--- src/hdl/erpm_pkg.sv ---
package erpm_pkg;

    // field widths
    localparam int PERIOD_BITS    = 16;
    localparam int CCF_BITS       = 4;
    localparam int SPEED_BITS     = 16;
    localparam int THR_BITS       = 16;
    localparam int CFG_DATA_BITS  = 16;
    localparam int CFG_INDEX_BITS = 2;

    // one minute holds 6e6 steps of 10 us
    localparam int RPM_CONST      = 6000000;
    localparam int RPM_CONST_BITS = $clog2(RPM_CONST + 1);
    localparam logic [RPM_CONST_BITS-1:0] RPM_CONST_VEC = RPM_CONST_BITS'(RPM_CONST);

    // divider geometry: one quotient bit per pipeline step
    localparam int QUOT_BITS   = RPM_CONST_BITS + CCF_BITS;
    localparam int SCALE_BITS  = 6;
    localparam int DENK_BITS   = CCF_BITS + SCALE_BITS;
    localparam int DRPM_BITS   = PERIOD_BITS + CCF_BITS;
    localparam int DIVR_BITS   = PERIOD_BITS + DENK_BITS;
    localparam int TENS_BITS   = QUOT_BITS + 4;
    localparam int NUM_LANES   = 3;

    // divider lanes: plain rpm from the latest period, scaled latest, scaled filtered
    localparam int LANE_RPM  = 0;
    localparam int LANE_LAST = 1;
    localparam int LANE_FILT = 2;

    localparam logic [SPEED_BITS-1:0] SPEED_MAX = '1;

    // register indexes
    localparam logic [CFG_INDEX_BITS-1:0] CFG_CCF_NUM        = 2'd0;
    localparam logic [CFG_INDEX_BITS-1:0] CFG_CCF_DEN        = 2'd1;
    localparam logic [CFG_INDEX_BITS-1:0] CFG_SLOW_THRESHOLD = 2'd2;

    typedef enum logic [1:0] {
        UNIT_RPS,
        UNIT_RPM,
        UNIT_RPM_TENS,
        UNIT_BAD
    } unit_t;

    typedef enum logic [1:0] {
        ST_OK,
        ST_STOPPED,
        ST_OVERFLOW,
        ST_BAD_UNIT
    } status_t;

    typedef struct packed {
        logic [PERIOD_BITS-1:0] last_period;
        logic [PERIOD_BITS-1:0] filtered_period;
        unit_t                  unit;
    } in_t;

    typedef struct packed {
        logic [SPEED_BITS-1:0] speed;
        status_t               status;
    } out_t;

    typedef struct packed {
        logic [CCF_BITS-1:0] ccf_num;
        logic [CCF_BITS-1:0] ccf_den;
        logic [THR_BITS-1:0] slow_threshold;
    } cfg_t;

    // one item in flight through the divider
    typedef struct packed {
        logic [QUOT_BITS-1:0]                  num;
        logic [NUM_LANES-1:0][DIVR_BITS-1:0]   divr;
        logic [NUM_LANES-1:0][DIVR_BITS-1:0]   rem;
        logic [NUM_LANES-1:0][QUOT_BITS-1:0]   quot;
        logic                                  stopped;
        logic                                  last_zero;
        logic                                  filt_zero;
        unit_t                                 unit;
    } pipe_t;

    typedef struct packed {
        logic [DIVR_BITS-1:0] rem;
        logic                 q;
    } step_t;

    // one restoring division step
    function automatic step_t div_step(input logic [DIVR_BITS-1:0] rem,
                                       input logic [DIVR_BITS-1:0] divr,
                                       input logic nbit);
        logic [DIVR_BITS:0] shifted;
        logic [DIVR_BITS:0] diff;
        step_t              res;
        shifted = {rem, nbit};
        diff    = shifted - {1'b0, divr};
        if (diff[DIVR_BITS])
        begin
            res.rem = shifted[DIVR_BITS-1:0];
            res.q   = 1'b0;
        end
        else
        begin
            res.rem = diff[DIVR_BITS-1:0];
            res.q   = 1'b1;
        end
        return res;
    endfunction

endpackage

--- src/hdl/erpm_fmt.sv ---
module erpm_fmt
    import erpm_pkg::*;
(
    input  logic  clk,
    input  logic  rst_n,
    input  logic  up_valid,
    input  pipe_t up_data,
    input  cfg_t  cfg,
    input  logic  stall,
    output logic  ready,
    output logic  valid,
    output out_t  data
);

    logic                 valid_reg;
    out_t                 data_reg;
    out_t                 data_next;
    logic                 use_filt;
    logic                 finite;
    logic [QUOT_BITS-1:0] chosen;
    logic [TENS_BITS-1:0] scaled;

    // pick the period and apply the rounding to tens
    always_comb
    begin
        use_filt = up_data.quot[LANE_RPM] < QUOT_BITS'(cfg.slow_threshold);
        finite   = !up_data.last_zero && !(use_filt && up_data.filt_zero);
        chosen   = use_filt ? up_data.quot[LANE_FILT] : up_data.quot[LANE_LAST];
        if (up_data.unit == UNIT_RPM_TENS)
        begin
            scaled = TENS_BITS'({chosen, 3'b000}) + TENS_BITS'({chosen, 1'b0});
        end
        else
        begin
            scaled = TENS_BITS'(chosen);
        end
    end

    // status in order of precedence
    always_comb
    begin
        if (up_data.stopped)
        begin
            data_next.speed  = '0;
            data_next.status = ST_STOPPED;
        end
        else if (up_data.unit == UNIT_BAD)
        begin
            data_next.speed  = SPEED_MAX;
            data_next.status = ST_BAD_UNIT;
        end
        else if (!finite || (scaled > TENS_BITS'(SPEED_MAX)))
        begin
            data_next.speed  = SPEED_MAX;
            data_next.status = ST_OVERFLOW;
        end
        else
        begin
            data_next.speed  = scaled[SPEED_BITS-1:0];
            data_next.status = ST_OK;
        end
    end

    // output register doubles as the skid between pipeline and receiver
    assign ready = !valid_reg || !stall;

    always_ff @(posedge clk or negedge rst_n)
    begin
        if (!rst_n)
        begin
            valid_reg <= 1'b0;
        end
        else if (ready)
        begin
            valid_reg <= up_valid;
        end
    end

    always_ff @(posedge clk)
    begin
        if (ready && up_valid)
        begin
            data_reg <= data_next;
        end
    end

    assign valid = valid_reg;
    assign data  = data_reg;

endmodule

--- config.mk ---
export PLATFORM = sky130hd
export DESIGN_NAME = erpm_fmt
export DESIGN_NICKNAME = d
export VERILOG_FILES = /design/src/hdl/erpm_pkg.sv /design/src/hdl/erpm_fmt.sv
export SDC_FILE = /design/constraint.sdc
export NUM_CORES = 1
export LEC_CHECK = 0
export BUFFER_PORTS_ARGS = -buffer_cell sky130_fd_sc_hd__clkbuf_2
export CORE_AREA = 4 4 122 124
export DETAILED_ROUTE_END_ITERATION = 8
export DIE_AREA = 0 0 126 128
export GPL_ROUTABILITY_DRIVEN = 0
export MAX_ROUTING_LAYER = met4
export SETUP_SLACK_MARGIN = 0.05
export SLEW_MARGIN = 20
export SYNTH_ARGS = -nofsm -noshare
export SYNTH_HDL_FRONTEND = slang
export SYNTH_SLANG_ARGS = --single-unit
export TNS_END_PERCENT = 100
--- constraint.sdc ---
create_clock -name clk -period 1.2 [get_ports clk]
set_input_delay 0.24 -clock clk [delete_from_list [all_inputs] [get_ports clk]]
set_output_delay 0.24 -clock clk [all_outputs]
set_load 0.01 [all_outputs]
==> results.md <==
* Ys Warns at 0
* Synthesized area per cell at 8.09 um^2
* I/O Buffers at 125
* Top cells by area, synth: edfxtp_1 (17%), ha_1 (15%), mux2_2 (8.7%), nor2_1 (4.9%), a21oi_1 (4.6%)
* Share of cells above drive strength 1 at 0.497
* Clk pin slew, worst setup/hold paths at 50 ps
* Crit path kind: in -> reg
* Setup tns final at -55,610 ps
* Worst path max stage delay at 390 ps
* CTS max path bufs at 2
* Tcrit/Tclk final at 3.75
* DRT Pass-1 Iters at 4
* Max cap viols at 0
* DRT antenna net count at 0
* # diodes at 0
* Skew final at 0.836 ps
* Top cell type's share of synthesized area at 0.167
* Seq cells post-synth at 19
* CP cell instances: clkbuf_16 -> inv_12 -> ha_4 -> a21o_1 -> a221o_1 -> a21oi_4 -> and2_4 -> mux2_4 -> ha_4 -> fa_2 -> a21o_1 -> a221o_1 -> a211oi_2 -> o21ai_1 -> xnor2_1 -> nand4_1 -> o32ai_2 -> a41o_2 -> buf_12 -> o311ai_1
* Minimum clock period at 4500 ps
* Status: complete, but fails checks
* Failing checks: setup timing
* EDFF count, synth at 18
* F_max at 222 MHz
* Main synth FF type: edfxtp_1
* Final WS setup at -3300 ps
* Number of global-route vias before repair at 4,077
* Area Growth Syn to Fin at 64.5%
* VDD IR max at 0.000452 V
* Asr flop ratio synth at 0.0526
* Largest register FFs at 18
* Largest net degree at the start of global routing at 19
* Worst path arrival time at 4470 ps
* Leak pwr at 2.47 nW
* Critical path's slowest cell: fa_2
* # nets final at 973
* Antenna violations before repair at 0
* Final Hold Viols at 0
* First-pass GRT wire length at 19,800 um
* Post-DR wirelength/cell at 15.4 um
* Insertion delay to the later sink of the worst-skew pair at 240 ps
* Grt total ovfl at 0
* Hpwl dp at 10,800 um
* Slew Viols, Final at 0
* Mapped Area at 3250 um^2
* DR iter-0 viols at 185
* Synth cell types at 63
* Row cnt at 43
* CTS root buffer: clkbuf_16
* Slew margin rel. at 0.732
* Worst slew pin tran at 398 ps
* Placement Setup Slack at -3760 ps
* DIE AREA at 16,100 um^2
* Critical Path Start Type: primary input
* Final Util at 0.388
* Post-Syn Instances at 401
* Top-Level Pins at 317
* DIE HEIGHT at 128 um
* Crit path max-delay family: compound AO/OA/AOI/OAI gates
* DRT Wirelength at 12,500 um
* Unrepaired setup endpoints after global routing: yes
* Final Cell Area at 5340 um^2
* CP max FO at 17
* Routed vias/inst at 4.93
* Worst Path Required at 1170 ps
* Core Area at 13,800 um^2
* Tot GR Track Use at 0.153
* Drt drc at 0
* Placed cell areas at 4960 um^2
* Setup-violating endpoint count in the final report at 17
* Clock sink total at 19
* Power density over the cells at 654 nW/um^2
* Fill cell count at 1,452
* Syn nets at 739
* Min-Delay Path Class: in -> reg
* Die Wd at 126 um
* CTS tree: yes
* Leading area contributor after synthesis: edfxtp_1
* Critical Path End Type: flop
* Starting Density at 0.236
* H-tree levels at 1
* CP bufs+invs at 3
* Via count at 4,009
* Sequential share of the synthesized area at 0.174
* TritonCTS Buffers at 3
-- repair_timing --
item | 4_1_cts | 5_1_grt
endpoints found under the setup margin | 17 | 36
hold endpoints to repair | 1 | 0
setup buffers | 10 | 2
hold buffers | 1 | 0
cloned | 0 | 1
pin swaps | 9 | 3
resized for setup | 31 | 8
-- layout make-up --
class	count	area, um^2	area share
Timing Repair Buffer	246	1610	0.302
Sequential cell	19	566	0.106
Inverter	22	103	0.0192
Tap cell	180	225	0.0422
Multi-Input combinational cell	343	2750	0.516
Clock buffer	4	78.8	0.0148
-- worst reg2reg max path, stage by stage (launching register included) --
cell and delay, ps:
dfrtp_1 390, nand2_2 110, and2_4 230
-- kinds of logic after synthesis --
kind of cell             share of synthesized area
AND/OR/NAND/NOR                              0.194
AO/OA/AOI/OAI                                0.274
adder cells (fa/ha/maj)                      0.160
buffers and inverters                       0.0544
multiplexers                                 0.105
flip-flops                                   0.174
XOR/XNOR                                    0.0378
-- placed cells by master, fill, tap and decap left out, types with 12 or more instances in the layout --
cell type  netlist  layout
clkbuf_2         2     122
mux2_2          25      22
ha_1            40      30
nor2_1          42      41
o21ai_0         17      14
a21oi_1         30      28
o311ai_1         4      12
buf_4            1     116
nand4_1         12      12
nand2_1         26      25
edfxtp_1        18      18
inv_1           22      19
-- synth_stat cells, types with 2 or more instances --
master    count
a211oi_1      4
a21boi_0      2
a21o_1       11
a21oi_1      30
a21oi_2       2
a221o_1       2
a22oi_1       2
a311oi_1      2
a31oi_1       2
and2_1        4
and3_1        7
buf_2         4
buf_6         2
clkbuf_1      9
clkbuf_2      2
edfxtp_1     18
ha_1         40
inv_1        22
mux2_2       25
mux2i_1       6
nand2_1      26
nand2b_1      6
nand3_1       9
nand3b_1      2
nand4_1      12
nor2_1       42
nor2b_1       4
nor3_1        7
nor4_1        3
o211ai_1     11
o21a_1        5
o21ai_0      17
o221ai_1      2
o22ai_1       4
o311ai_0      9
o311ai_1      4
o31ai_1       2
o32ai_1       2
or2_2         2
xnor2_1      10
xor2_1        4
-- worst paths after layout --
kind                                    from                    end  slack (ps)  cells past startpoint
max                                  cfg[13]  data[8]$_SDFFCE_PP0P_       -3300                     20
min                                 up_valid      valid$_DFFE_PN0N_         230                      2
max reg2reg                valid$_DFFE_PN0N_  data[6]$_SDFFCE_PP0P_         170                      2
min reg2reg                valid$_DFFE_PN0N_      valid$_DFFE_PN0N_         570                      2
max in group asynchronous              rst_n      valid$_DFFE_PN0N_         810                      2
min in group asynchronous              rst_n      valid$_DFFE_PN0N_         310                      2
-- metal layers --
| layer | vias up | GRT usage | routed length [um] |
|---|---|---|---|
| met5 | - | - | 0 |
| met4 | 0 | 0.0442 | 284 |
| met3 | 20 | 0.0108 | 880 |
| met2 | 142 | 0.235 | 5500 |
| met1 | 1828 | 0.218 | 5880 |
| li1 | 2019 | - | - |
-- per-stage QoR --
stage / std cells / hold WS (ps) / power (mW)
finish: 814 / 227 / 3.49
global route: 814 / 227 / 3.75
CTS: 811 / 198 / 3.48
detailed placement: 796 / 20.0 / 2.66
global placement: 796 / 16.5 / 2.63
floorplan: 401 / -55.6 / 1.80
-- power by group --
part / internal [mW] / switching [mW] / total (mW)
sequential: 0.781 / 0.0112 / 0.792
clock: 0.451 / 0.207 / 0.658
combinational: 1.06 / 0.979 / 2.04
Note: power is estimated with default switching activity, not from simulation.
