## src/hdl/erpm_pkg.sv

```systemverilog
package erpm_pkg;

    // field widths
    localparam int PERIOD_BITS    = 16;
    localparam int CCF_BITS       = 4;
    localparam int SPEED_BITS     = 16;
    localparam int THR_BITS       = 16;
    localparam int CFG_DATA_BITS  = 16;
    localparam int CFG_INDEX_BITS = 2;

    // one minute holds 6e6 steps of 10 us
    localparam int RPM_CONST      = 6000000;
    localparam int RPM_CONST_BITS = $clog2(RPM_CONST + 1);
    localparam logic [RPM_CONST_BITS-1:0] RPM_CONST_VEC = RPM_CONST_BITS'(RPM_CONST);

    // divider geometry: one quotient bit per pipeline step
    localparam int QUOT_BITS   = RPM_CONST_BITS + CCF_BITS;
    localparam int SCALE_BITS  = 6;
    localparam int DENK_BITS   = CCF_BITS + SCALE_BITS;
    localparam int DRPM_BITS   = PERIOD_BITS + CCF_BITS;
    localparam int DIVR_BITS   = PERIOD_BITS + DENK_BITS;
    localparam int TENS_BITS   = QUOT_BITS + 4;
    localparam int NUM_LANES   = 3;

    // divider lanes: plain rpm from the latest period, scaled latest, scaled filtered
    localparam int LANE_RPM  = 0;
    localparam int LANE_LAST = 1;
    localparam int LANE_FILT = 2;

    localparam logic [SPEED_BITS-1:0] SPEED_MAX = '1;

    // register indexes
    localparam logic [CFG_INDEX_BITS-1:0] CFG_CCF_NUM        = 2'd0;
    localparam logic [CFG_INDEX_BITS-1:0] CFG_CCF_DEN        = 2'd1;
    localparam logic [CFG_INDEX_BITS-1:0] CFG_SLOW_THRESHOLD = 2'd2;

    typedef enum logic [1:0] {
        UNIT_RPS,
        UNIT_RPM,
        UNIT_RPM_TENS,
        UNIT_BAD
    } unit_t;

    typedef enum logic [1:0] {
        ST_OK,
        ST_STOPPED,
        ST_OVERFLOW,
        ST_BAD_UNIT
    } status_t;

    typedef struct packed {
        logic [PERIOD_BITS-1:0] last_period;
        logic [PERIOD_BITS-1:0] filtered_period;
        unit_t                  unit;
    } in_t;

    typedef struct packed {
        logic [SPEED_BITS-1:0] speed;
        status_t               status;
    } out_t;

    typedef struct packed {
        logic [CCF_BITS-1:0] ccf_num;
        logic [CCF_BITS-1:0] ccf_den;
        logic [THR_BITS-1:0] slow_threshold;
    } cfg_t;

    // one item in flight through the divider
    typedef struct packed {
        logic [QUOT_BITS-1:0]                  num;
        logic [NUM_LANES-1:0][DIVR_BITS-1:0]   divr;
        logic [NUM_LANES-1:0][DIVR_BITS-1:0]   rem;
        logic [NUM_LANES-1:0][QUOT_BITS-1:0]   quot;
        logic                                  stopped;
        logic                                  last_zero;
        logic                                  filt_zero;
        unit_t                                 unit;
    } pipe_t;

    typedef struct packed {
        logic [DIVR_BITS-1:0] rem;
        logic                 q;
    } step_t;

    // one restoring division step
    function automatic step_t div_step(input logic [DIVR_BITS-1:0] rem,
                                       input logic [DIVR_BITS-1:0] divr,
                                       input logic nbit);
        logic [DIVR_BITS:0] shifted;
        logic [DIVR_BITS:0] diff;
        step_t              res;
        shifted = {rem, nbit};
        diff    = shifted - {1'b0, divr};
        if (diff[DIVR_BITS])
        begin
            res.rem = shifted[DIVR_BITS-1:0];
            res.q   = 1'b0;
        end
        else
        begin
            res.rem = diff[DIVR_BITS-1:0];
            res.q   = 1'b1;
        end
        return res;
    endfunction

endpackage

```

## src/hdl/erpm_div_step.sv

```systemverilog
module erpm_div_step
    import erpm_pkg::*;
(
    input  logic  clk,
    input  logic  rst_n,
    input  logic  up_valid,
    input  pipe_t up_data,
    input  logic  down_ready,
    output logic  ready,
    output logic  valid,
    output pipe_t data
);

    logic  valid_reg;
    pipe_t data_reg;
    pipe_t data_next;
    logic  nbit;
    step_t steps [NUM_LANES];

    // next numerator bit feeds all three lanes
    assign nbit = up_data.num[QUOT_BITS-1];

    always_comb
    begin
        data_next     = up_data;
        data_next.num = up_data.num << 1;
        for (int l = 0; l < NUM_LANES; l++)
        begin
            steps[l]          = div_step(up_data.rem[l], up_data.divr[l], nbit);
            data_next.rem[l]  = steps[l].rem;
            data_next.quot[l] = {up_data.quot[l][QUOT_BITS-2:0], steps[l].q};
        end
    end

    assign ready = !valid_reg || down_ready;

    always_ff @(posedge clk or negedge rst_n)
    begin
        if (!rst_n)
        begin
            valid_reg <= 1'b0;
        end
        else if (ready)
        begin
            valid_reg <= up_valid;
        end
    end

    always_ff @(posedge clk)
    begin
        if (ready && up_valid)
        begin
            data_reg <= data_next;
        end
    end

    assign valid = valid_reg;
    assign data  = data_reg;

endmodule

```

## config.mk

```make
export PLATFORM = sky130hd
export DESIGN_NAME = erpm_div_step
export DESIGN_NICKNAME = d
export VERILOG_FILES = /design/src/hdl/erpm_pkg.sv /design/src/hdl/erpm_div_step.sv
export SDC_FILE = /design/constraint.sdc
export NUM_CORES = 1
export LEC_CHECK = 0
export ABC_AREA = 1
export BUFFER_PORTS_ARGS = -buffer_cell sky130_fd_sc_hd__buf_2
export CORE_AREA = 2 2 211 213
export DETAILED_ROUTE_END_ITERATION = 12
export DIE_AREA = 0 0 213 215
export GPL_TIMING_DRIVEN = 1
export PLACE_DENSITY = 0.71
export SETUP_SLACK_MARGIN = 0.02
export SLEW_MARGIN = 20
export SYNTH_ARGS = -nofsm -noshare
export SYNTH_HDL_FRONTEND = slang
export SYNTH_SLANG_ARGS = --single-unit
```

## constraint.sdc

```tcl
create_clock -name clk -period 14.55 [get_ports clk]
set_input_delay 0.7275 -clock clk [delete_from_list [all_inputs] [get_ports clk]]
set_output_delay 0.7275 -clock clk [all_outputs]
set_load 0.03 [all_outputs]
```

==> metrics.txt, run 1 <==
mux share of post-synthesis cell area=0; CTS Buf Count=29; Die W=about 210 µm; critical path's slowest cell=nand3_2; Port Buf Inserts=around 540; Post-synth EDFFs=268; CTS tree=yes; outcome=complete, no violations; Total Power=about 2.3 mW; Post-synth top cells=nand2_1, inv_1, edfxtp_1, nand3_1, nor2_1; Final Hold Vio Count=0; Worst-Margin Slew=roughly 0.98 ns; Initial Utilization=0.3569; Leak=10.52 nW; CP arrival=~3.4 ns; Vias=14.15k; power per cell area=around 110 nW/µm²; number of synthesized register bits=269; clock sink count=between 200 and 300; Synth Area in Simple Gates=0.2804; Setup TNS=0 ns; CORE AREA=43640 µm²; antenna-violating nets left=0; WS Path Type=in -> reg; area share of the largest cell type after synthesis=0.5167; Max-Cap Viols=0; DRC=0; DR vias/cell=4.692; final count of negative-setup-slack endpoints=0; Synth area leader=edfxtp_1; Clock Tree Buf Depth=3; Reg clk slew, reported paths=approximately 0.070 ns; Final Cycle Share=0.2085; Max-slew headroom=0.3461; postcts setup bufs=0; Die ar.=45800 µm²; cells along the critical path=buf_2 -> inv_1 -> ha_1 -> fa_1 -> nand3b_1 -> nand3_1 -> nand3_2 -> nand3_2 -> nand2_4 -> nand2_1 -> nand2_1; xor/xnor share of the synthesized area=0.01687; first-pass GRT wire length=~80 mm; chip height=215 µm; largest net degree at the start of global routing=76; syn avg cell area=approximately 8.5 µm²; DR pass1 iterations=7; Placer Congestion=1.020; min cycle time layout=3.033 ns; vias in the first global route=around 14k; Synth warnings=0; initial drt markers=about 1000; compound-gate portion of the synthesized area=0.02016; # IOs=544; drt total wl=~54 mm; Post-CTS Hold Fix Bufs=1; Largest register FFs=around 270; Setup crit end kind=flop; most frequent cell after synthesis=nand2_1; required time worst endpoint=between 10 and 15 ns; Synth Cell Area=around 16000 µm²; Post-Synthesis Cells=around 1.8k; VDD IR-drop max=90.73 µV; RSZ-0062 raised after global routing=false; worst hold-check path type=in -> reg; Layout Area Growth over Synthesis=27.76%; max-slew violations=0; FILL cells=between 4k and 5k; Post-DP HPWL=around 45 mm; WHS=around 0.31 ns; CP max FO=27; Post-Syn Nets=roughly 2.2k; initial antenna violation count=12; # H-tree levels=1; Final nets=between 2k and 3k; Critical Path Max Stage Delay=around 0.53 ns; post-synthesis sequential area ratio=0.5183; Setup Skew=between 0.015 and 0.02 ns; clock root cell=clkbuf_16; Total GRT Usage=0.2306; fmax=0.3297 GHz; fraction of layout cells with a size suffix above 1=0.2594; Netlist cell types=34; startpoint types=primary input; Clock Latency Late Sink=~0.58 ns; main combinational cell family by area after synthesis=simple AND/OR/NAND/NOR gates; WL per Instance=approximately 18 µm; std cell rows=77; synth top area cells=edfxtp_1, nand2_1, inv_1; adder-cell area share of the yosys netlist=0.06651; Congestion Overflow GR=0; Post-CTS Resized=0; ys flop type=edfxtp_1; FFs w/ async S/R, synth=0.003717
final timing paths:
check | depth (start not counted) | slack [ns] | to | startpoint
max reg2reg | 3 | 11.93 | data[203] | valid
min in group asynchronous | 2 | 0.45 | valid | rst_n
min | 1 | 0.31 | data[39] | up_data[38]
max | 11 | 11.52 | data[128] | up_data[268]
min reg2reg | 2 | 0.60 | valid | valid
max in group asynchronous | 2 | 14.02 | valid | rst_n
power by group:
group          switching, mW  internal, mW
sequential            0.0145         0.926
clock                  0.316         0.440
combinational          0.395         0.169
total                  0.726          1.54
cells by family (layout without fill, tap and decap cells):
family,Yosys count,after routing
and+or+nand+nor,1021,1021
DFF,269,269
buffers and inverters,385,960
adders and majority gates,81,81
xor gates and xnor gates,30,30
AOI/OAI and AO/OA,55,55
other,1,7
metrics by stage:
| stage | cells | utilization | setup WS [ns] | instance area, µm² |
|---|---|---|---|---|
| 4_1_cts | 3009 | 0.4556 | 11.44 | 19890 |
| 3_3_place_gp | 2955 | 0.4330 | 10.85 | 18900 |
| 3_5_place_dp | 2955 | 0.4330 | 10.83 | 18900 |
| 6_report | 3015 | 0.4560 | 11.52 | 19900 |
| 5_1_grt | 3014 | 0.4559 | 11.32 | 19900 |
| 2_1_floorplan | 1842 | - | 5.489 | 15580 |
layer usage:
| metal | global-route usage | vias up | wire length (µm) |
|---|---|---|---|
| li1 | - | 6990 | - |
| met1 | 0.2919 | 6531 | 22780 |
| met2 | 0.3925 | 542 | 25760 |
| met3 | 0.04603 | 78 | 3968 |
| met4 | 0.07506 | 4 | 1521 |
| met5 | 0 | - | 24 |
placed cells by master, fill, tap and decap left out, types with 7 or more instances in the layout:
cell type | synthesis | layout
nand2_1 | 661 | 661
xor2_1 | 22 | 22
o21ai_0 | 7 | 7
clkbuf_16 | 0 | 29
a21oi_1 | 34 | 33
buf_2 | 11 | 539
nor2_1 | 96 | 96
ha_1 | 78 | 78
xnor2_1 | 8 | 8
nand2_4 | 7 | 7
nand3_1 | 196 | 196
edfxtp_1 | 268 | 268
inv_1 | 361 | 361
o21bai_1 | 10 | 10
nand4_1 | 25 | 25
clkinv_2 | 0 | 7
critical path: cells and delay by family:
| family | cells | cell delay (ns) |
|---|---|---|
| simple gates | 7 | 1.51 |
| fa+ha+maj | 2 | 0.72 |
| buf+inv | 2 | 0.38 |
area by class of cell:
class | count | area [µm²] | area share
Clock buffer | 32 | 737.0 | 0.03703
Sequential cell | 269 | 8073 | 0.4057
Antenna cell | 6 | 15.01 | 0.0007545
Clock inverter | 21 | 239.0 | 0.01201
Tap cell | 592 | 740.7 | 0.03722
Inverter | 363 | 1363 | 0.06847
Multi-Input combinational cell | 1188 | 5996 | 0.3013
Timing Repair Buffer | 544 | 2738 | 0.1376
No activity file was read; power rests on OpenSTA's default activity.
==> run 2, diff against run 1 <==
--- a/config.mk
+++ b/config.mk
@@ -5,13 +5,13 @@
 export SDC_FILE = /design/constraint.sdc
 export NUM_CORES = 1
 export LEC_CHECK = 0
-export ABC_AREA = 1
+export ABC_AREA = 0
 export BUFFER_PORTS_ARGS = -buffer_cell sky130_fd_sc_hd__buf_2
-export CORE_AREA = 2 2 211 213
+export CORE_AREA = 2 2 213 215
 export DETAILED_ROUTE_END_ITERATION = 12
-export DIE_AREA = 0 0 213 215
+export DIE_AREA = 0 0 215 217
 export GPL_TIMING_DRIVEN = 1
-export PLACE_DENSITY = 0.71
+export PLACE_DENSITY = 0.63
 export SETUP_SLACK_MARGIN = 0.02
 export SLEW_MARGIN = 20
 export SYNTH_ARGS = -nofsm -noshare
==> constraint.sdc (replaced) <==
create_clock -name clk -period 2.8 [get_ports clk]
set_input_delay 0.14 -clock clk [delete_from_list [all_inputs] [get_ports clk]]
set_output_delay 0.14 -clock clk [all_outputs]
set_load 0.03 [all_outputs]
==> run 2 against run 1 <==
Die area is 1.9% higher. Combinational power grew to 6.4 times the previous value. Wire length shrank 17%. First-iteration DRC count shrank 34%. Count of clock-buffer cells in the layout grew 5. Final cell count down 16%. Worst hold slack worse by 0.25 ns. Synthesized cell count shrank 47%. Largest cell class unchanged. Largest power group unchanged.
==> metrics.txt, run 2 <==
Total Power=~12 mW; Layout Cells excl Fill=around 2.5k; fraction of layout cells with a size suffix above 1=0.4362; clock root cell=clkbuf_16; Final nets=2274; std cell rows=78; Post-Syn Nets=approximately 1.3k; max-slew violations=0; vias in the first global route=roughly 12k; Setup crit end kind=flop; most frequent cells in the layout=buf_2, edfxtp_1, dlygate4sd3_1; fmax=roughly 0.36 GHz; post-synthesis sequential area ratio=0.5997; CP max FO=6; DRC=0; Post-synth top cells=edfxtp_1, inv_1, ha_1, a21oi_1, xnor2_1; Final Hold Vio Count=0; placed cell area=17790 µm²; WHS=slightly below 0.06 ns; Placer Congestion=about 0.86; Leak=just under 10 nW; placed cells=approximately 2.2k; synth top area cells=edfxtp_1, ha_1, mux2_4; CP arrival=approximately 3.1 ns; Max-Cap Viols=0; Die ar.=roughly 47000 µm²; Synth area leader=edfxtp_1; syn avg cell area=about 14 µm²; VDD IR-drop max=roughly 470 µV; drt total wl=~45 mm; final count of negative-setup-slack endpoints=0; Layout Area Growth over Synthesis=63.67%; Worst-Margin Slew=0.6253 ns; worst hold-check path type=in -> reg; FILL cells=just under 4k; Largest register FFs=between 200 and 300; min cycle time layout=~2.8 ns; RSZ-0062 raised after global routing=true; Synth Cell Area=roughly 13000 µm²; ys flop type=edfxtp_1; WL per Instance=around 18 µm; Clock Latency Late Sink=between 0.5 and 0.6 ns; number of synthesized register bits=between 200 and 300; Vias=11.68k; Port Buf Inserts=about 540; area share of the largest cell type after synthesis=0.5979; CTS tree=yes; DR pass1 iterations=5; area of the multi-input gates=about 5300 µm²; initial antenna violation count=2; Post-Synthesis Cells=972; CORE AREA=approximately 45000 µm²; Setup TNS=0 ns; Max-slew headroom=0.5831; Setup Skew=about 0.0070 ns; Post-synth EDFFs=around 270; power per cell area=~560 nW/µm²; largest net degree at the start of global routing=60; initial drt markers=around 650; first-pass GRT wire length=66.00 mm; most frequent cell after synthesis=edfxtp_1; Die W=215 µm; Post-DP HPWL=between 30 and 40 mm; CTS Buf Count=31; Total GRT Usage=0.1780; FFs w/ async S/R, synth=0.003717; Final Cell Area=roughly 22000 µm²; Clock Tree Buf Depth=3; Netlist cell types=between 70 and 80; chip height=about 220 µm; # H-tree levels=1; antenna-violating nets left=0; most common cell after layout, fill and taps aside=buf_2; Synth warnings=0; Congestion Overflow GR=0; Final Cycle Share=0.9899; WS Path Type=in -> reg; Initial Utilization=0.3011; FF+latch area=a little over 8000 µm²; outcome=complete, no violations; # IOs=544; clock sink count=approximately 270; startpoint types=primary input; DR vias/cell=between 4 and 5; Reg clk slew, reported paths=roughly 0.050 ns; required time worst endpoint=approximately 3.1 ns
## run 2: critical path, cell delays in order
cell and delay (ns):
dlygate4sd3_1 0.54, buf_2 0.14, inv_1 0.09, ha_4 0.13, a21o_1 0.13, buf_4 0.11
nand2_1 0.06, nand4b_1 0.17, a31oi_4 0.12, o21ai_2 0.16, a41oi_2 0.14, or4_4 0.45
o211ai_4 0.10, buf_12 0.16, buf_12 0.11, mux2_2 0.33
## run 2: layout make-up
cell class	instances	area share
antenna	1	0.0001136
clock buffer	37	0.03623
timing repair buffer	929	0.2982
tap	600	0.03408
inverter	95	0.01647
multi-input combinational	594	0.2426
clock inverter	20	0.005906
sequential	269	0.3665
## run 2: routing by layer
layer | GRT usage | vias up | wire length [µm]
li1 | - | 5549 | -
met1 | 0.2148 | 5643 | 17970
met2 | 0.3150 | 409 | 22670
met3 | 0.04430 | 82 | 2927
met4 | 0.05057 | 0 | 1354
met5 | 0 | - | 0
## run 2: cells by family (layout without fill, tap and decap cells)
family | count (synthesis) | count (layout) | synth area share
mux | 81 | 81 | 0.07669
xor+xnor | 62 | 62 | 0.04090
simple gates | 173 | 173 | 0.06618
buf+inv | 109 | 1081 | 0.03541
flops | 269 | 269 | 0.5997
other cells | 1 | 2 | 0.0002786
fa+ha+maj | 81 | 81 | 0.07697
compound gates | 196 | 196 | 0.1038
## run 2: final timing paths
kind	cells after the start	end	start	slack, ns
hold reg to reg	2	data[263]	valid	1.03
hold / removal	3	data[112]	up_data[190]	0.06
setup / recovery	16	data[115]	up_data[193]	0.03
max in group asynchronous	3	valid	rst_n	2.09
min in group asynchronous	3	valid	rst_n	0.52
setup reg to reg	3	data[144]	valid	0.97
## run 2: where the power goes
group	internal, mW	switching, mW	leakage (nW)
Sequential	4.84	0.0884	2.56
Clock	2.11	1.63	0.448
Combinational	1.72	1.89	6.79
## run 2: metrics by stage
step	setup WS [ns]	utilization
finish	0.02839	0.4929
global route	-0.07438	0.4929
CTS	0.02739	0.4788
detailed placement	-0.6066	0.3980
global placement	-0.5415	0.3980
floorplan	-0.1823	-
## run 2: what timing repair did
action | 4_1_cts | 5_1_grt
setup endpoints to repair | 1 | 74
endpoints found under the hold margin | 263 | 0
pin swaps | 0 | 28
hold buffers | 265 | 0
resized for setup | 2 | 70
buffers inserted | 1 | 13
gates cloned | 0 | 7
