--- src/hdl/erpm_pkg.sv ---
package erpm_pkg;

    // field widths
    localparam int PERIOD_BITS    = 16;
    localparam int CCF_BITS       = 4;
    localparam int SPEED_BITS     = 16;
    localparam int THR_BITS       = 16;
    localparam int CFG_DATA_BITS  = 16;
    localparam int CFG_INDEX_BITS = 2;

    // one minute holds 6e6 steps of 10 us
    localparam int RPM_CONST      = 6000000;
    localparam int RPM_CONST_BITS = $clog2(RPM_CONST + 1);
    localparam logic [RPM_CONST_BITS-1:0] RPM_CONST_VEC = RPM_CONST_BITS'(RPM_CONST);

    // divider geometry: one quotient bit per pipeline step
    localparam int QUOT_BITS   = RPM_CONST_BITS + CCF_BITS;
    localparam int SCALE_BITS  = 6;
    localparam int DENK_BITS   = CCF_BITS + SCALE_BITS;
    localparam int DRPM_BITS   = PERIOD_BITS + CCF_BITS;
    localparam int DIVR_BITS   = PERIOD_BITS + DENK_BITS;
    localparam int TENS_BITS   = QUOT_BITS + 4;
    localparam int NUM_LANES   = 3;

    // divider lanes: plain rpm from the latest period, scaled latest, scaled filtered
    localparam int LANE_RPM  = 0;
    localparam int LANE_LAST = 1;
    localparam int LANE_FILT = 2;

    localparam logic [SPEED_BITS-1:0] SPEED_MAX = '1;

    // register indexes
    localparam logic [CFG_INDEX_BITS-1:0] CFG_CCF_NUM        = 2'd0;
    localparam logic [CFG_INDEX_BITS-1:0] CFG_CCF_DEN        = 2'd1;
    localparam logic [CFG_INDEX_BITS-1:0] CFG_SLOW_THRESHOLD = 2'd2;

    typedef enum logic [1:0] {
        UNIT_RPS,
        UNIT_RPM,
        UNIT_RPM_TENS,
        UNIT_BAD
    } unit_t;

    typedef enum logic [1:0] {
        ST_OK,
        ST_STOPPED,
        ST_OVERFLOW,
        ST_BAD_UNIT
    } status_t;

    typedef struct packed {
        logic [PERIOD_BITS-1:0] last_period;
        logic [PERIOD_BITS-1:0] filtered_period;
        unit_t                  unit;
    } in_t;

    typedef struct packed {
        logic [SPEED_BITS-1:0] speed;
        status_t               status;
    } out_t;

    typedef struct packed {
        logic [CCF_BITS-1:0] ccf_num;
        logic [CCF_BITS-1:0] ccf_den;
        logic [THR_BITS-1:0] slow_threshold;
    } cfg_t;

    // one item in flight through the divider
    typedef struct packed {
        logic [QUOT_BITS-1:0]                  num;
        logic [NUM_LANES-1:0][DIVR_BITS-1:0]   divr;
        logic [NUM_LANES-1:0][DIVR_BITS-1:0]   rem;
        logic [NUM_LANES-1:0][QUOT_BITS-1:0]   quot;
        logic                                  stopped;
        logic                                  last_zero;
        logic                                  filt_zero;
        unit_t                                 unit;
    } pipe_t;

    typedef struct packed {
        logic [DIVR_BITS-1:0] rem;
        logic                 q;
    } step_t;

    // one restoring division step
    function automatic step_t div_step(input logic [DIVR_BITS-1:0] rem,
                                       input logic [DIVR_BITS-1:0] divr,
                                       input logic nbit);
        logic [DIVR_BITS:0] shifted;
        logic [DIVR_BITS:0] diff;
        step_t              res;
        shifted = {rem, nbit};
        diff    = shifted - {1'b0, divr};
        if (diff[DIVR_BITS])
        begin
            res.rem = shifted[DIVR_BITS-1:0];
            res.q   = 1'b0;
        end
        else
        begin
            res.rem = diff[DIVR_BITS-1:0];
            res.q   = 1'b1;
        end
        return res;
    endfunction

endpackage

--- src/hdl/erpm_prep.sv ---
module erpm_prep
    import erpm_pkg::*;
(
    input  logic  clk,
    input  logic  rst_n,
    input  logic  up_valid,
    input  in_t   up_data,
    input  cfg_t  cfg,
    input  logic  down_ready,
    output logic  ready,
    output logic  valid,
    output pipe_t data
);

    logic                 valid_reg;
    pipe_t                data_reg;
    pipe_t                data_next;
    logic [DENK_BITS-1:0] den_ext;
    logic [DENK_BITS-1:0] den_k;
    logic [DRPM_BITS-1:0] d_rpm;
    logic [DIVR_BITS-1:0] d_last;
    logic [DIVR_BITS-1:0] d_filt;

    // unit scale folded into the denominator: x60 for rps, x10 for tens
    always_comb
    begin
        den_ext = DENK_BITS'(cfg.ccf_den);
        case (up_data.unit)
            UNIT_RPS:      den_k = (den_ext << 6) - (den_ext << 2);
            UNIT_RPM_TENS: den_k = (den_ext << 3) + (den_ext << 1);
            default:       den_k = den_ext;
        endcase
    end

    // divisors and numerator
    assign d_rpm  = DRPM_BITS'(up_data.last_period) * DRPM_BITS'(cfg.ccf_den);
    assign d_last = DIVR_BITS'(up_data.last_period) * DIVR_BITS'(den_k);
    assign d_filt = DIVR_BITS'(up_data.filtered_period) * DIVR_BITS'(den_k);

    always_comb
    begin
        data_next                 = '0;
        data_next.num             = QUOT_BITS'(RPM_CONST_VEC) * QUOT_BITS'(cfg.ccf_num);
        data_next.divr[LANE_RPM]  = DIVR_BITS'(d_rpm);
        data_next.divr[LANE_LAST] = d_last;
        data_next.divr[LANE_FILT] = d_filt;
        data_next.stopped         = &up_data.last_period;
        data_next.last_zero       = (up_data.last_period == '0) || (cfg.ccf_den == '0);
        data_next.filt_zero       = (up_data.filtered_period == '0) || (cfg.ccf_den == '0);
        data_next.unit            = up_data.unit;
    end

    // stage moves on when empty or when the next one takes its item
    assign ready = !valid_reg || down_ready;

    always_ff @(posedge clk or negedge rst_n)
    begin
        if (!rst_n)
        begin
            valid_reg <= 1'b0;
        end
        else if (ready)
        begin
            valid_reg <= up_valid;
        end
    end

    always_ff @(posedge clk)
    begin
        if (ready && up_valid)
        begin
            data_reg <= data_next;
        end
    end

    assign valid = valid_reg;
    assign data  = data_reg;

endmodule

--- config.mk ---
export PLATFORM = sky130hd
export DESIGN_NAME = erpm_prep
export DESIGN_NICKNAME = d
export VERILOG_FILES = /design/src/hdl/erpm_pkg.sv /design/src/hdl/erpm_prep.sv
export SDC_FILE = /design/constraint.sdc
export NUM_CORES = 1
export LEC_CHECK = 0
export ABC_AREA = 1
export BUFFER_PORTS_ARGS = -buffer_cell sky130_fd_sc_hd__buf_2
export CAP_MARGIN = 20
export CORE_ASPECT_RATIO = 0.5
export CORE_UTILIZATION = 45
export CTS_CLUSTER_SIZE = 16
export DETAILED_ROUTE_END_ITERATION = 8
export PLACE_DENSITY = 0.63
export SKIP_LAST_GASP = 1
export SLEW_MARGIN = 20
export SYNTH_ARGS = -nofsm -noshare
export SYNTH_HDL_FRONTEND = slang
export SYNTH_SLANG_ARGS = --single-unit
--- constraint.sdc ---
create_clock -name clk -period 8.2 [get_ports clk]
set_input_delay 0 -clock clk [delete_from_list [all_inputs] [get_ports clk]]
set_output_delay 0 -clock clk [all_outputs]
set_load 0.05 [all_outputs]
==> flow_metrics.env, run 1 <==
export IMPL_status="complete, no violations"
export IMPL_met1_usage_pct=30.2
export IMPL_htreeDepth=3
export IMPL_p_leak_nw=11.5
export IMPL_cts_root_buf="clkbuf_16"
export IMPL_hold_ws_ns=0.0642
export IMPL_grt_total_usage_pct=21.8
export IMPL_cts_setup_buffers=0
export IMPL_io_pins=333
export IMPL_dieArea_sq_um=42900
export IMPL_vias=15000
export IMPL_yosysMostFrequentCell="nand2_1"
export IMPL_clock_latency_ns=0.39
export IMPL_cts_tree="built"
export IMPL_hold_path_class="input port to flip-flop"
export IMPL_row_count=52
export IMPL_finalCritPeriodShare_pct=77.4
export IMPL_grt_first_pass_wirelength_um=74400
export IMPL_pre_cts_slack_ns=1.57
export IMPL_rsz0062_at_grt="no"
export IMPL_grt_util_met3_pct=4.18
export IMPL_largest_reg_flops=97
export IMPL_ir_worst_vdd_v=0.000277
export IMPL_avgSynthCellArea_sq_um=7.62
export IMPL_crit_fanout=23
export IMPL_grt_ovfl_total=0
export IMPL_grt_busiest_layer="met2"
export IMPL_drt_vias_per_instance=4.79
export IMPL_die_h_um=147
export IMPL_cts_sinks=98
export IMPL_start_kind="input port"
export IMPL_finalPower_mw=5.11
export IMPL_first_pass_iters=5
export IMPL_synth_common_cells="nand2_1 (689), inv_1 (512), fa_1 (253)"
export IMPL_drt_iter0_drc=838
export IMPL_synth_distinct_cells=39
export IMPL_grt_max_degree=57
export IMPL_synth_edf_count=97
export IMPL_critPathRequiredTime_ns=8.35
export IMPL_drive_gt1_share_pct=7.09
export IMPL_relSlewSlack_pct=32.4
export IMPL_antenna_left=0
export IMPL_placed_cells=3114
export IMPL_tns_ns=0
export IMPL_drc=0
export IMPL_clockBufferDepth=2
export IMPL_synth_seq_area_share_pct=15.5
export IMPL_ys_async_sr_fraction_pct=1.02
export IMPL_fin_skew_ns=0.0150
export IMPL_syn_to_final_growth_pct=4.65
export IMPL_path_class="input port to flip-flop"
export IMPL_syn_area_sq_um=18900
export IMPL_ys_ff_latch=98
export IMPL_worst_setup_path_end_kind="flip-flop"
export IMPL_layout_cells_non_filler=3139
export IMPL_synth_largest_area_cell="fa_1"
export IMPL_synth_top_area_share_pct=26.8
export IMPL_finalWirelength_um=45300
export IMPL_post_cts_resized=0
export IMPL_fmax_ghz=0.158
export IMPL_synth_flop_cell="edfxtp_1"
export IMPL_clk_pin_slew_worst_paths_ns=0.09
export IMPL_synth_area_leaders="fa_1 (27%), edfxtp_1 (15%), nand2_1 (14%)"
export IMPL_setup_viol=0
export IMPL_tightest_slew_ns=1.01
export IMPL_first_global_vias=14600
export IMPL_die_w_um=292
export IMPL_hold_viol_final=0
export IMPL_yosysWarnings=0
export IMPL_cap_violations=0
export IMPL_antenna_found_initial=3
export IMPL_syn_inst=2479
export IMPL_power_density_nw_per_um2=258
export IMPL_start_util_pct=46.2
export IMPL_timing_final_ws_setup_ns=1.85
export IMPL_nets=3082
export IMPL_wl_per_cell_um=14.4
export IMPL_fin_crit_ns=6.35
export IMPL_slew_viol_final=0
export IMPL_port_buffer_count=144
export IMPL_gp_congestion=0.898
export IMPL_cts_buffers=9
export IMPL_met2_usage_pct=35.2
export IMPL_core_sq_um=40900
export IMPL_dp_hpwl_um=36700
export IMPL_cp_arrival_ns=6.49
==> per-stage QoR <==
stage	util, %	cell area, sq um
after floorplan	-	19500
after global placement	47.4	19400
after detailed placement	47.4	19400
after CTS	48.3	19800
after global routing	48.3	19800
final	48.3	19800
==> per-layer routing <==
layer  share of wire (%)  vias to the layer above  wire length (um)
li1                    -                     7321                 -
met1                  47                     7224             21200
met2                  45                      432             20400
met3                 6.2                       59              2820
met4                 1.8                        2               833
met5               0.029                        -                13
==> final timing paths <==
kind                            depth (start not counted)             endpoint  slack, ns         startpoint
worst max register to register                          3  data[229]$_DFFE_PP_       6.00  valid$_DFFE_PN0N_
max in group asynchronous                               3    valid$_DFFE_PN0N_       7.62              rst_n
worst min register to register                          2  data[258]$_DFFE_PP_       1.08  valid$_DFFE_PN0N_
worst min-delay path                                    3  data[164]$_DFFE_PP_       0.06        up_data[18]
min in group asynchronous                               3    valid$_DFFE_PN0N_       0.46              rst_n
worst max-delay path                                   24  data[236]$_DFFE_PP_       1.85            cfg[17]
==> cell usage in the layout, fill, tap and decap left out, types with 3 or more instances in the layout <==
cell type      instances
o21ai_0               16
nor4_1                 8
conb_1               172
buf_4                  5
inv_1                512
buf_2                144
dlygate4sd3_1          7
inv_2                  7
xnor2_1                5
nor3_1                 7
clkbuf_16              9
nand3b_1               4
nor2_1               230
edfxtp_1              97
nand2_1              689
nand3_1               84
xor2_1                39
ha_1                 175
and2_1                 8
nand2_2                3
a21oi_1               79
fa_1                 253
nand4_1               18
==> where the power goes <==
group	switching (mW)	internal, mW
clock	0.248	0.217
sequential	0.0367	0.808
combinational	2.64	1.16
==> repair_timing <==
action,in CTS,in global routing
setup endpoints to repair,0,0
hold buffers,7,0
endpoints found under the hold margin,5,0
==> cells by family (layout without fill, tap and decap cells) <==
| kind of cell | Yosys count | after routing | share of synthesized area [%] |
|---|---|---|---|
| and+or+nand+nor | 1057 | 1057 | 22.3 |
| buffers and inverters | 746 | 693 | 18.8 |
| adders and majority gates | 428 | 428 | 38.4 |
| AOI/OAI and AO/OA | 105 | 105 | 2.91 |
| DFF | 98 | 98 | 15.5 |
| xor gates and xnor gates | 44 | 44 | 2.04 |
| other | 1 | 174 | 0.0198 |
==> area by class of cell <==
cell class	instances	area, sq um
fill	4142	21100
multi-input combinational	1806	13100
sequential	98	2940
inverter	521	1960
timing repair buffer	156	828
tap	540	676
clock buffer	9	225
clock inverter	7	78.8
antenna	2	5.00
==> worst max-delay path, stage by stage <==
cell and delay (ns):
buf_2 0.37, inv_1 0.24, ha_1 0.26, nand2_1 0.09, o21ai_0 0.08, nand2_1 0.72, clkinv_1 0.70, nand2_1 0.25
fa_1 0.46, fa_1 0.50, inv_1 0.05, fa_1 0.47, fa_1 0.51, inv_1 0.05, fa_1 0.48, inv_1 0.04
ha_1 0.34, nand2_1 0.11, nor2_1 0.26, nand3_1 0.18, nor2_1 0.12, nor2_1 0.06, nand3_1 0.07, nand2_1 0.05
Note: power is estimated with default switching activity, not from simulation.
==> run 2, diff against run 1 <==
--- a/config.mk
+++ b/config.mk
@@ -5,14 +5,14 @@
 export SDC_FILE = /design/constraint.sdc
 export NUM_CORES = 1
 export LEC_CHECK = 0
-export ABC_AREA = 1
+export ABC_AREA = 0
 export BUFFER_PORTS_ARGS = -buffer_cell sky130_fd_sc_hd__buf_2
 export CAP_MARGIN = 20
 export CORE_ASPECT_RATIO = 0.5
 export CORE_UTILIZATION = 45
 export CTS_CLUSTER_SIZE = 16
 export DETAILED_ROUTE_END_ITERATION = 8
-export PLACE_DENSITY = 0.63
+export PLACE_DENSITY = 0.64
 export SKIP_LAST_GASP = 1
 export SLEW_MARGIN = 20
 export SYNTH_ARGS = -nofsm -noshare
==> constraint.sdc (replaced) <==
create_clock -name clk -period 5.9 [get_ports clk]
set_input_delay 0 -clock clk [delete_from_list [all_inputs] [get_ports clk]]
set_output_delay 0 -clock clk [all_outputs]
set_load 0.05 [all_outputs]
==> flow_metrics.env, run 2 <==
export IMPL_status="complete, but fails checks"
export IMPL_violations="design-rule violations"
export IMPL_tightest_slew_ns=0.729
export IMPL_critPathSlowestCell="fa_1"
export IMPL_cts_root_buf="clkbuf_16"
export IMPL_row_count=51
export IMPL_fmax_ghz=0.177
export IMPL_grt_total_usage_pct=19.9
export IMPL_relSlewSlack_pct=51.4
export IMPL_power_internal_mw=3.25
export IMPL_p_leak_nw=10.1
export IMPL_wl_per_cell_um=14.8
export IMPL_ys_ff_latch=98
export IMPL_first_pass_iters=7
export IMPL_clock_latency_ns=0.39
export IMPL_syn_to_final_growth_pct=8.24
export IMPL_grt_first_pass_wirelength_um=64600
export IMPL_clk_pin_slew_worst_paths_ns=0.09
export IMPL_drt_iter0_drc=721
export IMPL_grt_max_degree=54
export IMPL_htreeDepth=3
export IMPL_die_h_um=143
export IMPL_setup_viol=0
export IMPL_cp_arrival_ns=5.86
export IMPL_nets=2571
export IMPL_fin_crit_ns=5.65
export IMPL_slew_viol_final=0
export IMPL_tns_ns=0
export IMPL_seqPwrFrac_pct=17.0
export IMPL_p_sw_share_pct=51.1
export IMPL_switching_power_mw=3.39
export IMPL_cts_setup_buffers=0
export IMPL_synth_top_area_share_pct=28.4
export IMPL_avgSynthCellArea_sq_um=9.25
export IMPL_final_common_cell="inv_1"
export IMPL_cp_cell_sequence="buf_2 > ha_1 > fa_1 > xnor2_1 > a211oi_2 > buf_12 > buf_12 > and2_1 > fa_1 > fa_1 > fa_1 > fa_1 > inv_1 > fa_1 > inv_1 > ha_1 > buf_4 > nand3_1 > nor4_2 > buf_4 > o211a_1 > nor2_1 > a311oi_1"
export IMPL_synth_common_cells="inv_1 (266), fa_1 (253), nand2_1 (243)"
export IMPL_ys_async_sr_fraction_pct=1.02
export IMPL_syn_area_sq_um=17900
export IMPL_hold_viol_final=0
export IMPL_synth_flop_cell="edfxtp_1"
export IMPL_fin_skew_ns=0.00924
export IMPL_post_dp_cell_area_sq_um=19000
export IMPL_port_buffer_count=144
export IMPL_ir_worst_vdd_v=0.000223
export IMPL_crit_family="adder cells"
export IMPL_crit_buf_inv=7
export IMPL_synth_seq_area_share_pct=16.4
export IMPL_antenna_found_initial=0
export IMPL_yosysMostFrequentCell="inv_1"
export IMPL_max_stage_delay_ns=0.58
export IMPL_die_w_um=284
export IMPL_first_global_vias=12700
export IMPL_drive_gt1_share_pct=12.5
export IMPL_worst_setup_path_end_kind="flip-flop"
export IMPL_synth_edf_count=97
export IMPL_yosysWarnings=0
export IMPL_antenna_cells=0
export IMPL_antenna_left=0
export IMPL_clockPowerShare_pct=9.5
export IMPL_synth_largest_area_cell="fa_1"
export IMPL_start_kind="input port"
export IMPL_largest_reg_flops=97
export IMPL_dieArea_sq_um=40500
export IMPL_final_area_sq_um=19300
export IMPL_io_pins=333
export IMPL_core_sq_um=39000
export IMPL_cp_common_cell="fa_1"
export IMPL_clockBufferDepth=2
export IMPL_crit_fanout=16
export IMPL_synth_distinct_cells=66
export IMPL_rsz0062_at_grt="no"
export IMPL_gp_congestion=0.884
export IMPL_critPathRequiredTime_ns=6.11
export IMPL_drt_vias_per_instance=4.98
export IMPL_grt_ovfl_total=0
export IMPL_vias=13000
export IMPL_finalWirelength_um=38700
export IMPL_cts_tree="built"
export IMPL_dp_hpwl_um=30900
export IMPL_path_class="input port to flip-flop"
export IMPL_combPwrFrac_pct=73.5
export IMPL_finalCritPeriodShare_pct=95.7
export IMPL_cts_sinks=98
export IMPL_cts_buffers=9
export IMPL_fin_util_pct=49.6
export IMPL_drc=1
export IMPL_synth_area_leaders="fa_1 (28%), edfxtp_1 (16%), ha_1 (12%)"
export IMPL_power_density_nw_per_um2=343
export IMPL_final_cell_mix="inv_1 (266), fa_1 (253), nand2_1 (243), and2_1 (186), ha_1 (175)"
export IMPL_cap_violations=0
export IMPL_syn_inst=1931
export IMPL_start_util_pct=45.8
export IMPL_hold_path_class="input port to flip-flop"
==> run 2: cell count changes in the layout (fill, tap and decap cells not counted), sizes merged, moves of 22 or more <==
cell   change
nand2    -450
and2     +180
nand3     -69
nor2     -187
and3      +22
xnor2     +40
buf       +72
inv      -254
a21o      +24
==> run 2: cell type report <==
| cell class | instances | area, sq um |
|---|---|---|
| Tap cell | 530 | 663 |
| Multi-Input combinational cell | 1479 | 13000 |
| Timing Repair Buffer | 226 | 1450 |
| Fill cell | 3642 | 19700 |
| Sequential cell | 98 | 2940 |
| Clock inverter | 7 | 81.3 |
| Inverter | 267 | 1000 |
| Clock buffer | 9 | 225 |
==> run 2: worst paths after layout <==
kind | startpoint | end | slack (ns) | cells after the start
setup / recovery | cfg[16] | data[238]$_DFFE_PP_ | 0.25 | 23
hold / removal | up_data[1] | data[1]$_DFFE_PP_ | 0.04 | 1
setup reg to reg | valid$_DFFE_PN0N_ | data[211]$_DFFE_PP_ | 3.75 | 3
hold reg to reg | valid$_DFFE_PN0N_ | data[255]$_DFFE_PP_ | 1.08 | 2
max in group asynchronous | rst_n | valid$_DFFE_PN0N_ | 5.37 | 3
min in group asynchronous | rst_n | valid$_DFFE_PN0N_ | 0.43 | 3
==> run 2: per-layer routing <==
metal	track usage, %	share of wire (%)	vias up
met2	34.0	48	352
met5	0	0	-
met4	3.95	0.84	0
li1	-	-	6143
met3	2.99	5.4	26
met1	26.9	46	6500
==> run 2: power by group through the flow <==
stage	Combinational, mW	Clock (mW)	Sequential, mW
floorplan	3.01	0	1.76
detailed placement	4.85	0	1.15
global route	5.43	0.671	1.15
finish	4.88	0.629	1.13
global placement	4.80	0	1.15
CTS	4.88	0.655	1.13
==> run 2: cells by family after synthesis <==
family,Yosys count,share of synthesized area (%)
adders and majority gates,428,40.6
other,1,0.0210
AOI/OAI and AO/OA,220,8.16
buffers and inverters,525,14.7
and+or+nand+nor,584,16.3
xor gates and xnor gates,70,3.43
muxes,5,0.280
DFF,98,16.4
==> run 2: through the flow <==
stage          power [mW]  std cells  hold slack (ns)  setup WS [ns]
5_1_grt              7.26       2616           0.0341        0.00903
6_report             6.64       2616           0.0375          0.253
3_3_place_gp         5.95       2595           -0.225         -0.156
2_1_floorplan        4.77       2102           -0.296         0.0829
4_1_cts              6.67       2616           0.0106          0.185
3_5_place_dp         6.00       2595           -0.224         -0.253
==> run 2: timing repair <==
item / CTS / global route
hold endpoints to repair: 3 / 0
hold buffers: 5 / 0
gates resized for setup: 0 / 1
setup endpoints to repair: 0 / 2
==> run 3, diff against run 2 <==
--- a/config.mk
+++ b/config.mk
@@ -7,12 +7,12 @@
 export LEC_CHECK = 0
 export ABC_AREA = 0
 export BUFFER_PORTS_ARGS = -buffer_cell sky130_fd_sc_hd__buf_2
-export CAP_MARGIN = 20
+export CAP_MARGIN = 25
 export CORE_ASPECT_RATIO = 0.5
 export CORE_UTILIZATION = 45
 export CTS_CLUSTER_SIZE = 16
 export DETAILED_ROUTE_END_ITERATION = 8
-export PLACE_DENSITY = 0.64
+export PLACE_DENSITY = 0.66
 export SKIP_LAST_GASP = 1
 export SLEW_MARGIN = 20
 export SYNTH_ARGS = -nofsm -noshare
==> constraint.sdc (replaced) <==
create_clock -name clk -period 4.8 [get_ports clk]
set_input_delay 0 -clock clk [delete_from_list [all_inputs] [get_ports clk]]
set_output_delay 0 -clock clk [all_outputs]
set_load 0.05 [all_outputs]
==> flow_metrics.env, run 3 (synthesized netlist as in run 2, its figures left out) <==
export IMPL_status="complete, but fails checks"
export IMPL_violations="design-rule violations, negative setup slack"
export IMPL_max_stage_delay_ns=0.57
export IMPL_hold_viol_final=0
export IMPL_clk_pin_slew_worst_paths_ns=0.08
export IMPL_regArea_sq_um=2940
export IMPL_antenna_left=0
export IMPL_drive_gt1_share_pct=26.2
export IMPL_p_leak_nw=11.0
export IMPL_hold_ws_ns=0.0870
export IMPL_htreeDepth=3
export IMPL_fin_crit_ns=5.28
export IMPL_io_pins=333
export IMPL_clock_latency_ns=0.40
export IMPL_cts_buffers=9
export IMPL_cp_arrival_ns=5.43
export IMPL_r2r_cells=3
export IMPL_fin_skew_ns=0.0106
export IMPL_hold_path_class="input port to flip-flop"
export IMPL_worstSetupStartpoint="cfg[16]"
export IMPL_fmax_ghz=0.189
export IMPL_cts_tree="built"
export IMPL_critPathRequiredTime_ns=4.95
export IMPL_grt_first_pass_wirelength_um=69200
export IMPL_slew_viol_final=0
export IMPL_layout_cells_non_filler=2775
export IMPL_final_common_cell="inv_1"
export IMPL_crit_family="adder cells"
export IMPL_grt_ovfl_total=0
export IMPL_die_h_um=143
export IMPL_largest_reg_flops=97
export IMPL_timing_rr_start="valid$_DFFE_PN0N_"
export IMPL_port_buffer_count=144
export IMPL_cap_violations=0
export IMPL_final_cell_mix="inv_1 (246), fa_1 (242), nand2_1 (236), buf_4 (208), conb_1 (172)"
export IMPL_relSlewSlack_pct=37.7
export IMPL_pre_cts_slack_ns=-1.14
export IMPL_die_w_um=284
export IMPL_gp_congestion=0.887
export IMPL_crit_buf_inv=7
export IMPL_grt_max_degree=67
export IMPL_rsz0062_at_grt="yes"
export IMPL_start_util_pct=45.8
export IMPL_drt_vias_per_instance=4.92
export IMPL_dieArea_sq_um=40500
export IMPL_cp_depth=25
export IMPL_syn_to_final_growth_pct=21.0
export IMPL_path_class="input port to flip-flop"
export IMPL_ir_worst_vdd_v=0.000342
export IMPL_reg2reg_to="data[233]$_DFFE_PP_"
export IMPL_placed_cells=2717
export IMPL_nets=2729
export IMPL_critPathSlowestCell="fa_2"
export IMPL_antenna_found_initial=1
export IMPL_finalWirelength_um=41500
export IMPL_reg2reg_slack_ns=2.61
export IMPL_first_global_vias=13900
export IMPL_row_count=51
export IMPL_fill_cells=3435
export IMPL_tightest_slew_ns=0.934
export IMPL_worst_setup_path_end_kind="flip-flop"
export IMPL_endpoint="data[240]$_DFFE_PP_"
export IMPL_finalCritPeriodShare_pct=110
export IMPL_cp_common_cell="fa_1"
export IMPL_drt_iter0_drc=603
export IMPL_start_kind="input port"
export IMPL_core_sq_um=39000
export IMPL_clockBufferDepth=2
export IMPL_timing_final_ws_setup_ns=-0.480
export IMPL_first_pass_iters=7
export IMPL_crit_fanout=5
export IMPL_cts_sinks=98
export IMPL_setup_viol=31
export IMPL_wl_per_cell_um=15.0
export IMPL_drc=1
export IMPL_vias=13700
export IMPL_cts_root_buf="clkbuf_16"
export IMPL_power_density_nw_per_um2=469
export IMPL_dp_hpwl_um=32700
export IMPL_multiInputGateArea_sq_um=14000
export IMPL_grt_total_usage_pct=21.3
-- run 3: cell types whose count changed in the layout (fill, tap and decap cells not counted), sizes merged --
cell / delta
clkinv: -2
diode: +1
dlygate4sd3: +1
inv: +2
buf: +157
-- run 3: worst min-delay path by stage --
stage	startpoint	end	slack [ns]	cells after the start
after global placement	rst_n	valid$_DFFE_PN0N_	-0.22	1
final	cfg[21]	data[250]$_DFFE_PP_	0.09	2
after floorplan	rst_n	valid$_DFFE_PN0N_	-0.30	0
after detailed placement	rst_n	valid$_DFFE_PN0N_	-0.22	1
after global routing	cfg[21]	data[250]$_DFFE_PP_	0.09	2
after CTS	cfg[21]	data[250]$_DFFE_PP_	0.06	2
-- run 3: timing repair --
action | CTS | global route
setup buffers | 29 | 9
gates resized for setup | 129 | 52
cloned | 3 | 0
hold endpoints to repair | 4 | 0
hold buffers | 6 | 0
pin swaps | 78 | 73
setup endpoints to repair | 34 | 37
-- run 3: cell type report --
| type | count | share of cell area [%] |
|---|---|---|
| clock buffer | 9 | 1.04 |
| sequential | 98 | 13.6 |
| multi-input combinational | 1479 | 64.8 |
| clock inverter | 7 | 0.376 |
| inverter | 267 | 4.66 |
| tap | 530 | 3.07 |
| antenna | 1 | 0.0116 |
| timing repair buffer | 384 | 12.5 |
-- run 3: where the power goes --
group | switching [mW] | leakage [nW] | internal (mW) | total, mW
combinational | 4.51 | 9.91 | 3.46 | 7.97
sequential | 0.0492 | 0.945 | 1.35 | 1.40
clock | 0.406 | 0.150 | 0.373 | 0.779
total | 4.97 | 11.0 | 5.18 | 10.1
-- run 3: worst register-to-register path, stage by stage (launching register included) --
cell      delay (ns)
dfrtp_1         0.38
nand2b_1        0.12
and2_4          0.76
buf_4           0.57
-- run 3: metal layers --
layer,up-vias,global-route usage (%),wire [um]
met4,0,5.80,751
met5,-,0,0
met1,6794,26.2,17700
met2,352,38.8,21000
met3,50,3.42,2020
li1,6464,-,-
-- run 3: metrics by stage --
stage / power [mW] / area (sq um) / utilization [%] / TNS, ns
final: 10.1 / 21600 / 55.4 / -10.47
after global routing: 11.0 / 21600 / 55.4 / -16.76
after CTS: 9.90 / 21400 / 54.8 / -9.34
after detailed placement: 8.37 / 20200 / 51.9 / -31.43
after global placement: 8.34 / 20200 / 51.9 / -28.16
after floorplan: 6.48 / 19000 / - / -12.04
